<file path="config.mk">
export PLATFORM = sky130hd
export DESIGN_NAME = spief_div
export DESIGN_NICKNAME = d
export VERILOG_FILES = /design/src/rtl/spief_pkg.sv /design/src/rtl/spief_div.sv
export SDC_FILE = /design/constraint.sdc
export NUM_CORES = 1
export LEC_CHECK = 0
export ABC_AREA = 1
export ABC_CLOCK_PERIOD_IN_PS = 3400
export BUFFER_PORTS_ARGS = -buffer_cell sky130_fd_sc_hd__buf_2
export CAP_MARGIN = 25
export CORE_ASPECT_RATIO = 0.6
export CORE_MARGIN = 5
export CORE_UTILIZATION = 63
export DETAILED_ROUTE_END_ITERATION = 8
export PLACE_DENSITY = 0.87
export SETUP_SLACK_MARGIN = 0.02
export SLEW_MARGIN = 10
export SYNTH_ARGS = -nofsm -noshare
export SYNTH_HDL_FRONTEND = slang
export SYNTH_SLANG_ARGS = --single-unit
export TNS_END_PERCENT = 30
</file>
<file path="constraint.sdc">
create_clock -name i_clk -period 3.4 [get_ports i_clk]
set_input_delay 0.34 -clock i_clk [delete_from_list [all_inputs] [get_ports i_clk]]
set_output_delay 0.34 -clock i_clk [all_outputs]
set_load 0.02 [all_outputs]
</file>
<file path="src/rtl/spief_pkg.sv">
// Shared types, codes and the sequencer program of the SPI engine command framer.
`timescale 1ns / 1ps
package spief_pkg;

    localparam int CLK_W = 25;
    localparam int LEN_W = 25;
    localparam int PC_W  = 5;

    localparam logic [CLK_W-1:0] CLK_BASE = 25'd6000000;
    localparam logic [CLK_W-1:0] CLK_FAST = 25'd30000000;

    // Engine opcodes and port layout
    localparam logic [7:0] CMD_SET_PORT  = 8'h80;
    localparam logic [7:0] CMD_PORT_DIR  = 8'hFB;
    localparam logic [7:0] CMD_WRITE     = 8'h31;
    localparam logic [7:0] CMD_DIVISOR   = 8'h86;
    localparam logic [7:0] CMD_PRESC_ON  = 8'h8B;
    localparam logic [7:0] CMD_PRESC_OFF = 8'h8A;
    localparam logic [7:0] CMD_LOOP_OFF  = 8'h85;
    localparam logic [7:0] PORT_IDLE     = 8'hF0;

    // Request function codes
    localparam logic [1:0] FUNC_START = 2'd0;
    localparam logic [1:0] FUNC_DATA  = 2'd1;
    localparam logic [1:0] FUNC_SETUP = 2'd2;
    localparam logic [1:0] FUNC_PORT  = 2'd3;

    // Status codes
    localparam logic [1:0] ST_OK   = 2'd0;
    localparam logic [1:0] ST_NOTX = 2'd1;
    localparam logic [1:0] ST_BUSY = 2'd2;
    localparam logic [1:0] ST_ZERO = 2'd3;

    // Configuration register indexes
    localparam logic [1:0] CFG_CLOCK_HZ = 2'd0;
    localparam logic [1:0] CFG_SPI_MODE = 2'd1;
    localparam logic [1:0] CFG_TMS_HIGH = 2'd2;

    typedef struct packed {
        logic [1:0]       func;
        logic [1:0]       cs_select;
        logic [LEN_W-1:0] transfer_length;
        logic [7:0]       data_byte;
    } t_req;

    typedef struct packed {
        logic [7:0] cmd_byte;
        logic       end_of_run;
        logic       end_of_buffer;
        logic [1:0] status;
    } t_rsp;

    typedef enum logic [3:0] {
        SRC_CONST,
        SRC_DATA,
        SRC_PORT,
        SRC_HDR_LO,
        SRC_HDR_HI,
        SRC_CLKCMD,
        SRC_DIV_LO,
        SRC_DIV_HI
    } t_src;

    typedef enum logic [1:0] {
        OP_NONE,
        OP_START,
        OP_PAY,
        OP_DIV
    } t_op;

    typedef enum logic [1:0] {
        JMP_NONE,
        JMP_ALWAYS,
        JMP_CLK_ZERO,
        JMP_DIV_BUSY
    } t_jmp;

    typedef struct packed {
        logic            emit;
        t_src            src;
        logic [7:0]      konst;
        logic            eob;
        logic            last;
        logic [1:0]      status;
        t_op             op;
        t_jmp            jmp;
        logic [PC_W-1:0] target;
    } t_uword;

    // Program entry points and labels
    localparam logic [PC_W-1:0] PC_ERR_NOTX   = 5'd0;
    localparam logic [PC_W-1:0] PC_ERR_BUSY   = 5'd1;
    localparam logic [PC_W-1:0] PC_ERR_ZERO   = 5'd2;
    localparam logic [PC_W-1:0] PC_START      = 5'd3;
    localparam logic [PC_W-1:0] PC_START_PORT = 5'd4;
    localparam logic [PC_W-1:0] PC_START_DIR  = 5'd5;
    localparam logic [PC_W-1:0] PC_HDR        = 5'd6;
    localparam logic [PC_W-1:0] PC_HDR_LO     = 5'd7;
    localparam logic [PC_W-1:0] PC_HDR_HI     = 5'd8;
    localparam logic [PC_W-1:0] PC_PAY_MID    = 5'd9;
    localparam logic [PC_W-1:0] PC_PAY_CHUNK  = 5'd10;
    localparam logic [PC_W-1:0] PC_PAY_CLOSE  = 5'd11;
    localparam logic [PC_W-1:0] PC_CLOSE_SET  = 5'd12;
    localparam logic [PC_W-1:0] PC_CLOSE_PORT = 5'd13;
    localparam logic [PC_W-1:0] PC_CLOSE_DIR  = 5'd14;
    localparam logic [PC_W-1:0] PC_SETUP      = 5'd15;
    localparam logic [PC_W-1:0] PC_DIV_WAIT   = 5'd16;
    localparam logic [PC_W-1:0] PC_CLKCMD     = 5'd17;
    localparam logic [PC_W-1:0] PC_DIVCMD     = 5'd18;
    localparam logic [PC_W-1:0] PC_DIV_LO     = 5'd19;
    localparam logic [PC_W-1:0] PC_DIV_HI     = 5'd20;
    localparam logic [PC_W-1:0] PC_PORT_SETUP = 5'd21;
    localparam logic [PC_W-1:0] PC_SETUP_PORT = 5'd22;
    localparam logic [PC_W-1:0] PC_SETUP_DIR  = 5'd23;
    localparam logic [PC_W-1:0] PC_LOOP_OFF   = 5'd24;

    function automatic t_uword f_uw(input logic emit, input t_src src, input logic [7:0] konst,
                                    input logic eob, input logic last, input logic [1:0] status,
                                    input t_op op, input t_jmp jmp,
                                    input logic [PC_W-1:0] target);
        t_uword w;
        w.emit   = emit;
        w.src    = src;
        w.konst  = konst;
        w.eob    = eob;
        w.last   = last;
        w.status = status;
        w.op     = op;
        w.jmp    = jmp;
        w.target = target;
        return w;
    endfunction

    function automatic t_uword f_rom(input logic [PC_W-1:0] a);
        t_uword w;
        case (a)
            PC_ERR_NOTX:   w = f_uw(1'b1, SRC_CONST, 8'h00, 1'b0, 1'b1, ST_NOTX, OP_NONE,
                                    JMP_NONE, PC_ERR_NOTX);
            PC_ERR_BUSY:   w = f_uw(1'b1, SRC_CONST, 8'h00, 1'b0, 1'b1, ST_BUSY, OP_NONE,
                                    JMP_NONE, PC_ERR_NOTX);
            PC_ERR_ZERO:   w = f_uw(1'b1, SRC_CONST, 8'h00, 1'b0, 1'b1, ST_ZERO, OP_NONE,
                                    JMP_NONE, PC_ERR_NOTX);
            PC_START:      w = f_uw(1'b1, SRC_CONST, CMD_SET_PORT, 1'b0, 1'b0, ST_OK, OP_START,
                                    JMP_NONE, PC_ERR_NOTX);
            PC_START_PORT: w = f_uw(1'b1, SRC_PORT, 8'h00, 1'b0, 1'b0, ST_OK, OP_NONE,
                                    JMP_NONE, PC_ERR_NOTX);
            PC_START_DIR:  w = f_uw(1'b1, SRC_CONST, CMD_PORT_DIR, 1'b0, 1'b0, ST_OK, OP_NONE,
                                    JMP_NONE, PC_ERR_NOTX);
            PC_HDR:        w = f_uw(1'b1, SRC_CONST, CMD_WRITE, 1'b0, 1'b0, ST_OK, OP_NONE,
                                    JMP_NONE, PC_ERR_NOTX);
            PC_HDR_LO:     w = f_uw(1'b1, SRC_HDR_LO, 8'h00, 1'b0, 1'b0, ST_OK, OP_NONE,
                                    JMP_NONE, PC_ERR_NOTX);
            PC_HDR_HI:     w = f_uw(1'b1, SRC_HDR_HI, 8'h00, 1'b0, 1'b1, ST_OK, OP_NONE,
                                    JMP_NONE, PC_ERR_NOTX);
            PC_PAY_MID:    w = f_uw(1'b1, SRC_DATA, 8'h00, 1'b0, 1'b1, ST_OK, OP_PAY,
                                    JMP_NONE, PC_ERR_NOTX);
            PC_PAY_CHUNK:  w = f_uw(1'b1, SRC_DATA, 8'h00, 1'b1, 1'b0, ST_OK, OP_PAY,
                                    JMP_ALWAYS, PC_HDR);
            PC_PAY_CLOSE:  w = f_uw(1'b1, SRC_DATA, 8'h00, 1'b0, 1'b0, ST_OK, OP_PAY,
                                    JMP_NONE, PC_ERR_NOTX);
            PC_CLOSE_SET:  w = f_uw(1'b1, SRC_CONST, CMD_SET_PORT, 1'b0, 1'b0, ST_OK, OP_NONE,
                                    JMP_NONE, PC_ERR_NOTX);
            PC_CLOSE_PORT: w = f_uw(1'b1, SRC_PORT, 8'h00, 1'b0, 1'b0, ST_OK, OP_NONE,
                                    JMP_NONE, PC_ERR_NOTX);
            PC_CLOSE_DIR:  w = f_uw(1'b1, SRC_CONST, CMD_PORT_DIR, 1'b1, 1'b1, ST_OK, OP_NONE,
                                    JMP_NONE, PC_ERR_NOTX);
            PC_SETUP:      w = f_uw(1'b0, SRC_CONST, 8'h00, 1'b0, 1'b0, ST_OK, OP_DIV,
                                    JMP_CLK_ZERO, PC_PORT_SETUP);
            PC_DIV_WAIT:   w = f_uw(1'b0, SRC_CONST, 8'h00, 1'b0, 1'b0, ST_OK, OP_NONE,
                                    JMP_DIV_BUSY, PC_DIV_WAIT);
            PC_CLKCMD:     w = f_uw(1'b1, SRC_CLKCMD, 8'h00, 1'b0, 1'b0, ST_OK, OP_NONE,
                                    JMP_NONE, PC_ERR_NOTX);
            PC_DIVCMD:     w = f_uw(1'b1, SRC_CONST, CMD_DIVISOR, 1'b0, 1'b0, ST_OK, OP_NONE,
                                    JMP_NONE, PC_ERR_NOTX);
            PC_DIV_LO:     w = f_uw(1'b1, SRC_DIV_LO, 8'h00, 1'b0, 1'b0, ST_OK, OP_NONE,
                                    JMP_NONE, PC_ERR_NOTX);
            PC_DIV_HI:     w = f_uw(1'b1, SRC_DIV_HI, 8'h00, 1'b0, 1'b0, ST_OK, OP_NONE,
                                    JMP_NONE, PC_ERR_NOTX);
            PC_PORT_SETUP: w = f_uw(1'b1, SRC_CONST, CMD_SET_PORT, 1'b0, 1'b0, ST_OK, OP_NONE,
                                    JMP_NONE, PC_ERR_NOTX);
            PC_SETUP_PORT: w = f_uw(1'b1, SRC_PORT, 8'h00, 1'b0, 1'b0, ST_OK, OP_NONE,
                                    JMP_NONE, PC_ERR_NOTX);
            PC_SETUP_DIR:  w = f_uw(1'b1, SRC_CONST, CMD_PORT_DIR, 1'b0, 1'b0, ST_OK, OP_NONE,
                                    JMP_NONE, PC_ERR_NOTX);
            PC_LOOP_OFF:   w = f_uw(1'b1, SRC_CONST, CMD_LOOP_OFF, 1'b1, 1'b1, ST_OK, OP_NONE,
                                    JMP_NONE, PC_ERR_NOTX);
            default:       w = f_uw(1'b0, SRC_CONST, 8'h00, 1'b0, 1'b1, ST_OK, OP_NONE,
                                    JMP_NONE, PC_ERR_NOTX);
        endcase
        return w;
    endfunction

endpackage

</file>
<file path="src/rtl/spief_div.sv">
// Restoring divider, one quotient bit per cycle, for the clock divider value.
`timescale 1ns / 1ps
module spief_div (
    input  logic                          i_clk,
    input  logic                          i_rst_n,
    input  logic                          i_start,
    input  logic [spief_pkg::CLK_W-1:0]   i_dividend,
    input  logic [spief_pkg::CLK_W-1:0]   i_divisor,
    output logic                          o_busy,
    output logic [spief_pkg::CLK_W-1:0]   o_quotient
);
    localparam int W   = spief_pkg::CLK_W;
    localparam int C_W = $clog2(W);

    logic [W-1:0]   r_rem, n_rem;
    logic [W-1:0]   r_quo, n_quo;
    logic [W-1:0]   r_dvs;
    logic [C_W-1:0] r_cnt;
    logic           r_busy;
    logic [W:0]     trial;
    logic [W:0]     diff;

    always_comb begin
        trial = {r_rem, r_quo[W-1]};
        diff  = trial - {1'b0, r_dvs};
        if (trial >= {1'b0, r_dvs}) begin
            n_rem = diff[W-1:0];
            n_quo = {r_quo[W-2:0], 1'b1};
        end else begin
            n_rem = trial[W-1:0];
            n_quo = {r_quo[W-2:0], 1'b0};
        end
    end

    always_ff @(posedge i_clk) begin
        if (!i_rst_n) begin
            r_busy <= 1'b0;
            r_cnt  <= '0;
        end else if (i_start) begin
            r_busy <= 1'b1;
            r_cnt  <= '0;
        end else if (r_busy) begin
            r_cnt <= r_cnt + 1'b1;
            if (r_cnt == C_W'(W - 1)) begin
                r_busy <= 1'b0;
            end
        end
    end

    always_ff @(posedge i_clk) begin
        if (i_start) begin
            r_rem <= '0;
            r_quo <= i_dividend;
            r_dvs <= i_divisor;
        end else if (r_busy) begin
            r_rem <= n_rem;
            r_quo <= n_quo;
        end
    end

    assign o_busy     = r_busy;
    assign o_quotient = r_quo;
endmodule

</file>
==> results of run 1 <==
kinds of logic (layout without fill, tap and decap cells):
| kind of cell | count (synthesis) | count (layout) | synth area share (%) |
|---|---|---|---|
| AO/OA/AOI/OAI | 31 | 31 | 3.47 |
| XOR/XNOR | 11 | 11 | 1.79 |
| adder cells (fa/ha/maj) | 28 | 28 | 6.66 |
| buffers and inverters | 167 | 252 | 12.2 |
| flip-flops | 81 | 81 | 39.5 |
| AND/OR/NAND/NOR | 442 | 442 | 36.4 |
metal layers:
| metal | vias up | track usage (%) | wire length, um |
|---|---|---|---|
| li1 | 2536 | - | - |
| met1 | 2291 | 41.8 | 6640 |
| met2 | 245 | 40.9 | 5940 |
| met3 | 14 | 6.04 | 1470 |
| met4 | 0 | 6.08 | 125 |
| met5 | - | 0 | 0 |
worst max path at each step:
stage                         from       endpoint  cells after the start
finish              o_quotient[24]       r_rem[2]                     12
global route              r_dvs[7]       r_rem[1]                     12
CTS                       r_dvs[7]       r_rem[1]                     12
detailed placement  o_quotient[24]       r_rem[1]                     11
global placement    o_quotient[24]       r_rem[1]                     11
floorplan           o_quotient[24]  o_quotient[0]                     11
layout make-up:
cell class	count	area [sq um]
Multi-Input combinational cell	512	2600
Inverter	150	563
Tap cell	112	140
Sequential cell	81	2120
Fill cell	685	2240
Timing Repair Buffer	86	470
Clock inverter	5	55.1
Clock buffer	11	233
cells in the mapped netlist (all sizes together) (2+ instances only):
cell type and count:
a21oi 14, and2 3, buf 9, clkbuf 8
clkinv 2, dfxtp 31, edfxtp 50, ha 27
inv 148, nand2 300, nand3 58, nand3b 2
nand4 31, nor2 40, nor3 4, o21ai 12
or2 3, xnor2 10
where the power goes:
group,internal [mW],switching [mW]
registers,1.11,0.0259
logic,0.119,0.233
clock network,0.568,0.385
sequential cells by signal, summed over array words and instances, names as in the netlist:
name	flops
o_busy	1
r_dvs	25
r_cnt	5
r_rem	25
o_quotient	25
==> run metrics, run 1 <==
RSZ-0062 raised after global routing=false; CTS sink count=81; Crit Path Max Fanout=25; number of global-route vias before repair=4820; Reg clk slew, reported paths=0.06 ns; nets@finish=921; Hold Crit Depth=1; commonest non-fill, non-tap cells in the layout=nand2_1, inv_1, buf_2; fin crit period=2.70 ns; Final Slew Violations=0; worst path required time=3.66 ns; commonest non-fill, non-tap cell in the layout=nand2_1; Hold Worst Slack=0.176 ns; total negative slack=0 ns; Worst-Margin Slew=0.742 ns; core region area=8430 sq um; first-pass GRT wire length=23.0 mm; ANT nets after route=0; Post-Route WL=14.2 mm; synthesis-stage register bit count=81; DRC violations left=0; Min-Delay Path Class=in2reg; Avg WL per Cell=14.8 um; FF-to-FF path depth=12; Synth top area share=27.9%; Clock Latency Late Sink=0.34 ns; async set-reset flop share out of synthesis=0%; hold path startpoint=i_divisor[17]; setup slack after layout=0.701 ns; pin count of the biggest net entering global routing=53; Initial Util=63.8%; critical path's slowest cell=fa_1; Syn Std Cell Area=5380 sq um; GP Congestion=0.962; Synth area leaders=edfxtp_1, nand2_1, dfxtp_1, inv_1, ha_1; critical path launch point type=register; Leak Pwr=3.31 nW; num rows=26; Pre-antenna DRT Iters=5; ratio of final minimum period to clock period=79.4%; Post-CTS Setup Inserts=0; die outline height=81.6 um; First DRT Iteration DRCs=524; register area share after synthesis=39.5%; placed wire-length estimate=10.6 mm; Post-Place Cells=940; Setup CP Type=reg2reg; Final Hold Fails=0; GRT Total Usage=27.7%; Avg Cell Area, Syn=7.07 sq um; Port Buffers=78; maximum clock path buffer count=2; Pwr Total=2.44 mW; Layout area overhead=15.0%; Peak VDD IR=0.334 mV; reg2reg setup slack=0.70 ns; worst hold endpoint=r_dvs[17]; non-filler cells, final=957; Root Buffer Master=clkbuf_16; # diodes=0; I/O pin count=79; Power per Cell Area=395 nW/um^2; CTS resizes=0; setup violators final=0; status=finished clean; Top FF cell, synth=edfxtp_1; Net Count, Synth=841; initial antenna violation count=0; Synthesis Warnings=0; CTS tree=done; CTS H-tree depth=3; die span in x=129 um; Setup Skew=0.00417 ns; fin area=6180 sq um; worst path bufs/invs=3; final design utilization=73.4%; die area=10500 sq um; DP Area=5870 sq um; total grt overflow=0; Num CTS Buffers=9; Crit. End Element=register; Max Cap Viol=0; Synth cell types=38; Max transition margin=50.2%; Synth Instances=760; capturing point of the worst reg2reg path=r_rem[2]; CTS Hold Bufs=0; Critical Path AT=2.96 ns; R2R Path Start=o_quotient[24]; Crit path top cell by count=nand3_1; DR vias=5086; Max stage delay on crit path=0.49 ns; Post-Place Setup Slack=0.760 ns; CP top delay family=simple AND/OR/NAND/NOR gates; area leader, netlist=edfxtp_1; via/cell ratio=5.31; worst-path cell chain=inv_1 > ha_1 > inv_1 > fa_1 > nand3_1 > nand3_1 > nand2_2 > nand3_4 > buf_4 > nand2_1 > nand3_1 > o21ai_0; Fmax=0.371 GHz; layout cells sized above 1=15.7%; Post-synth EDFFs=50
(Power assumes the default switching activity.)
==> inputs of run 2 (changes only) <==
--- a/config.mk
+++ b/config.mk
@@ -6,14 +6,14 @@
 export NUM_CORES = 1
 export LEC_CHECK = 0
 export ABC_AREA = 1
-export ABC_CLOCK_PERIOD_IN_PS = 3400
+export ABC_CLOCK_PERIOD_IN_PS = 2700
 export BUFFER_PORTS_ARGS = -buffer_cell sky130_fd_sc_hd__buf_2
 export CAP_MARGIN = 25
 export CORE_ASPECT_RATIO = 0.6
 export CORE_MARGIN = 5
-export CORE_UTILIZATION = 63
+export CORE_UTILIZATION = 58
 export DETAILED_ROUTE_END_ITERATION = 8
-export PLACE_DENSITY = 0.87
+export PLACE_DENSITY = 0.81
 export SETUP_SLACK_MARGIN = 0.02
 export SLEW_MARGIN = 10
 export SYNTH_ARGS = -nofsm -noshare
==> constraint.sdc (replaced) <==
create_clock -name i_clk -period 2.7 [get_ports i_clk]
set_input_delay 0.27 -clock i_clk [delete_from_list [all_inputs] [get_ports i_clk]]
set_output_delay 0.27 -clock i_clk [all_outputs]
set_load 0.02 [all_outputs]
==> run metrics, run 2 (same netlist as run 1, synthesis figures left out) <==
Post-Place Cells=945 (+0.53%); Num CTS Buffers=9 (unchanged); # diodes=0 (unchanged); CTS H-tree depth=3 (unchanged); Crit Path Max Fanout=26 (+4.0%); DR vias=5121 (+0.69%); hold path startpoint=i_divisor[21]; Hold Worst Slack=0.0979 ns (-0.0777 ns); Clock Latency Late Sink=0.34 ns (about the same); R2R Path Start=o_quotient[24]; CTS tree=done; number of global-route vias before repair=4833 (+0.27%); placed wire-length estimate=10.0 mm (-5.0%); via/cell ratio=5.33 (+0.27%); reg2reg setup slack=0.32 ns (-0.38 ns); setup violators final=0 (unchanged); worst hold endpoint=r_dvs[21]; first-pass GRT wire length=22.7 mm (-1.3%); layout cells sized above 1=16.1% (+0.36 points); DRC violations left=0 (unchanged); Hold Crit Depth=1 (unchanged); Worst-Margin Slew=0.467 ns (-0.274 ns); Crit. End Element=register; capturing point of the worst reg2reg path=o_quotient[0]; initial antenna violation count=0 (unchanged); Max Cap Viol=0 (unchanged); die span in x=134 um (+3.9%); Post-Route WL=13.7 mm (-3.4%); critical path launch point type=register; sequential power share=43.2% (-3.4 points); worst path required time=2.80 ns (-0.86 ns); Post-CTS Setup Inserts=0 (unchanged); Port Buffers=78 (unchanged); status=finished clean; pin count of the biggest net entering global routing=39 (-26%); ANT nets after route=0 (unchanged); CTS resizes=0 (unchanged); Clock power frac=43.8% (+4.8 points); FF-to-FF path depth=10 (-2); CP Launch Point=o_quotient[24]; Net Switching=852 uW (+32%); commonest non-fill, non-tap cells in the layout=nand2_1, inv_1, buf_2; GRT Total Usage=24.5% (-3.2 points); RSZ-0062 raised after global routing=false; Peak VDD IR=0.377 mV (+13%); non-filler cells, final=961 (+0.42%); Comb pwr share=13.0% (-1.4 points); GP Congestion=0.979 (+1.8%); Setup CP Type=reg2reg; total negative slack=0 ns (unchanged); die area=11400 sq um (+7.7%); I/O pin count=79 (unchanged); commonest non-fill, non-tap cell in the layout=nand2_1; Power per Cell Area=533 nW/um^2 (+35%); Internal Dissipation=2.47 mW (+37%); CTS Hold Bufs=0 (unchanged); Root Buffer Master=clkbuf_16; maximum clock path buffer count=2 (unchanged); Min-Delay Path Class=in2reg; core region area=9120 sq um (+8.3%); total grt overflow=0 (unchanged); Leak Pwr=3.34 nW (+0.82%); ratio of final minimum period to clock period=88.1% (+8.8 points); Fmax=0.420 GHz (+13%); fin crit period=2.38 ns (-0.319 ns); Layout area overhead=15.9%; Critical Path AT=2.48 ns (-0.48 ns); die outline height=84.6 um (+3.7%); Reg clk slew, reported paths=0.07 ns (about the same); Initial Util=58.9% (-4.9 points); First DRT Iteration DRCs=467 (-11%); Pre-antenna DRT Iters=5 (unchanged); Sw Ratio=25.7% (-0.69 points); CTS sink count=81 (unchanged); Final Hold Fails=0 (unchanged); num rows=27 (+3.8%); Max transition margin=68.8% (+19 points); Avg WL per Cell=14.3 um (-3.8%); nets@finish=921 (unchanged); Final Slew Violations=0 (unchanged); Setup Skew=0.00712 ns (+0.00295 ns)
-- run 2: cell types whose count changed in the layout (fill, tap and decap cells not counted), sizes merged --
| cell | change |
|---|---|
| clkinvlp | -1 |
| clkinv | -2 |
| bufinv | +2 |
| clkbuf | -2 |
| inv | +3 |
-- run 2: critical path, cell delays in order (launching register included) --
cell and delay (ns):
edfxtp_1 0.37, inv_1 0.09, ha_1 0.15, inv_1 0.06, fa_1 0.44, nand3_1 0.12
nand3_1 0.15, nand2_2 0.13, nand3_4 0.36, nand2_1 0.20, nand2_1 0.06
-- run 2: final cells by class --
cell class                 count  area (sq um)
sequential                    81          2120
fill                         794          2890
timing repair buffer          86           450
clock buffer                   9           225
inverter                     150           563
multi-input combinational    512          2600
clock inverter                 7           130
tap                          116           145
-- run 2: layer usage --
metal / wire, um / GRT usage (%) / vias up
li1: - / - / 2532
met1: 6240 / 35.0 / 2332
met2: 5980 / 36.6 / 241
met3: 1360 / 7.43 / 16
met4: 121 / 5.73 / 0
met5: 0 / 0 / -
-- run 2: stage by stage --
| stage | setup WS (ns) | power, mW | area (sq um) | util, % |
|---|---|---|---|---|
| 6_report | 0.321 | 3.32 | 6230 | 68.3 |
| 5_1_grt | 0.151 | 3.45 | 6230 | 68.3 |
| 4_1_cts | 0.326 | 3.33 | 6230 | 68.3 |
| 3_5_place_dp | 0.379 | 1.88 | 5880 | 64.4 |
| 3_3_place_gp | 0.449 | 1.87 | 5880 | 64.4 |
| 2_1_floorplan | 0.476 | 1.73 | 5380 | - |
-- run 2: power by group through the flow --
stage                     logic, mW  registers [mW]  clock network, mW
after floorplan               0.222            1.51                  0
after global placement        0.413            1.46                  0
after detailed placement      0.425            1.46                  0
after CTS                     0.430            1.43               1.47
after global routing          0.475            1.44               1.54
final                         0.432            1.43               1.45
-- run 2: worst max-delay path by stage --
| stage | end | slack, ns | depth (start not counted) |
|---|---|---|---|
| floorplan | o_quotient[0] | 0.48 | 11 |
| global placement | r_rem[21] | 0.45 | 11 |
| detailed placement | o_quotient[0] | 0.38 | 10 |
| CTS | o_quotient[0] | 0.33 | 10 |
| global route | r_rem[21] | 0.15 | 11 |
| finish | o_quotient[0] | 0.32 | 10 |
==> inputs of run 3 (changes only) <==
--- a/config.mk
+++ b/config.mk
@@ -13,7 +13,9 @@
 export CORE_MARGIN = 5
 export CORE_UTILIZATION = 58
 export DETAILED_ROUTE_END_ITERATION = 8
+export MAX_ROUTING_LAYER = met4
 export PLACE_DENSITY = 0.81
+export RECOVER_POWER = 100
 export SETUP_SLACK_MARGIN = 0.02
 export SLEW_MARGIN = 10
 export SYNTH_ARGS = -nofsm -noshare
==> run metrics, run 3 (same netlist as run 1, synthesis figures left out) <==
Peak VDD IR=0.389 mV (+3.3%); GRT Total Usage=25.4% (+0.89 points); Sequential Area=2120 sq um (unchanged); CTS H-tree depth=3 (unchanged); Post-CTS Setup Inserts=0 (unchanged); CTS resizes=0 (unchanged); DP Area=5890 sq um (+0.13%); Crit. End Element=register; Power per Cell Area=489 nW/um^2 (-8.1%); top sig layer=met4; initial antenna violation count=0 (unchanged); CP top delay family=simple AND/OR/NAND/NOR gates; CTS Hold Bufs=0 (unchanged); worst-path cell chain=inv_1 > ha_1 > inv_1 > fa_1 > nand3_1 > nand3_1 > nand2_1 > buf_4 > nand4_1 > nand3_1 > o21ai_0; setup slack after layout=0.307 ns (-0.0134 ns); RSZ-0062 raised after global routing=false; Leak Pwr=3.21 nW (-3.9%); Max transition margin=38.5% (-30 points); maximum clock path buffer count=2 (unchanged); Avg WL per Cell=14.3 um (+0.32%); # diodes=0 (unchanged); Met2 Routed Length=5.94 mm (-0.65%); setup violators final=0 (unchanged); status=finished clean; footprint of the multi-input gates=2570 sq um (-1.2%); die outline height=84.6 um (unchanged); worst path required time=2.89 ns (+0.09 ns); CTS sink count=81 (unchanged); Max Cap Viol=0 (unchanged); ANT nets after route=0 (unchanged); critical path launch point type=register; nets@finish=922 (+0.11%); fin area=6080 sq um (-2.4%); Num CTS Buffers=9 (unchanged); Post-Place Setup Slack=0.371 ns (-0.00732 ns); Final Hold Fails=0 (unchanged); CTS tree=done; fillers=803 (+1.1%); Port Buffers=78 (unchanged); fin crit period=2.39 ns (+0.0134 ns); First DRT Iteration DRCs=532 (+14%); total negative slack=0 ns (unchanged); met3 routed WL=1.53 mm (+13%); final design utilization=66.7% (-1.7 points); Layout area overhead=13.1%; Pre-antenna DRT Iters=5 (unchanged); ratio of final minimum period to clock period=88.6% (+0.50 points); Setup CP Type=reg2reg; Critical Path AT=2.58 ns (+0.10 ns); Reg clk slew, reported paths=0.06 ns (about the same); I/O pin count=79 (unchanged); Max stage delay on crit path=0.45 ns (about the same); total grt overflow=0 (unchanged); Clock Latency Late Sink=0.34 ns (about the same); first-pass GRT wire length=22.8 mm (+0.33%); Hold Crit Depth=1 (unchanged); commonest non-fill, non-tap cell in the layout=nand2_1; layout cells sized above 1=11.7% (-4.4 points); Hold Worst Slack=0.0995 ns (+0.00167 ns); Crit Path Max Fanout=25 (-3.8%); Worst-Margin Slew=0.923 ns (+0.456 ns); die area=11400 sq um (unchanged); commonest non-fill, non-tap cells in the layout=nand2_1, inv_1, nand3_1, buf_2, edfxtp_1; Min-Delay Path Class=in2reg; Setup Skew=0.00541 ns (-0.00171 ns); die span in x=134 um (unchanged); via/cell ratio=5.34 (+0.17%); Initial Util=58.9% (unchanged); Worst path depth=11 (+1); Crit path top cell by count=nand3_1; worst path bufs/invs=3 (+1); num rows=27 (unchanged); Root Buffer Master=clkbuf_16; pin count of the biggest net entering global routing=37 (-5.1%); critical path's slowest cell=fa_1; number of global-route vias before repair=4796 (-0.77%); FF-to-FF path depth=11 (+1); M1 WL=6.09 mm (-2.4%); Post-Route WL=13.8 mm (+0.42%); DRC violations left=0 (unchanged); Fmax=0.418 GHz (-0.56%); Final Slew Violations=0 (unchanged); GP Congestion=1.00 (+2.5%); DR vias=5135 (+0.27%); core region area=9120 sq um (unchanged); placed wire-length estimate=10.2 mm (+1.8%)
==> run 3: through the flow <==
stage	cells	power [mW]
3_5_place_dp	946	1.89
6_report	962	2.98
3_3_place_gp	946	1.87
2_1_floorplan	760	1.73
5_1_grt	962	3.10
4_1_cts	962	3.01
==> run 3: final timing paths <==
kind / startpoint / end / slack (ns)
max: o_quotient[24] / r_rem[10] / 0.31
min: i_divisor[5] / r_dvs[5] / 0.1
max reg2reg: o_quotient[24] / r_rem[10] / 0.31
min reg2reg: r_rem[13] / r_rem[13] / 0.47
==> run 3: power by group <==
group	switching [mW]	internal (mW)
clock network	0.501	0.624
logic	0.285	0.132
registers	0.0333	1.40
==> run 3: area by class of cell <==
class	count	share of cell area, %
well taps	116	2.39
inverters	150	9.26
repair buffers	87	6.77
multi-input cells	512	42.2
clock buffers	10	3.77
flip-flops and latches	81	34.9
clock inverters	6	0.700
==> run 3: layer usage <==
layer,vias up,track usage (%)
met2,257,36.2
met3,25,6.23
met4,0,7.21
li1,2543,-
met1,2310,35.8
met5,-,-
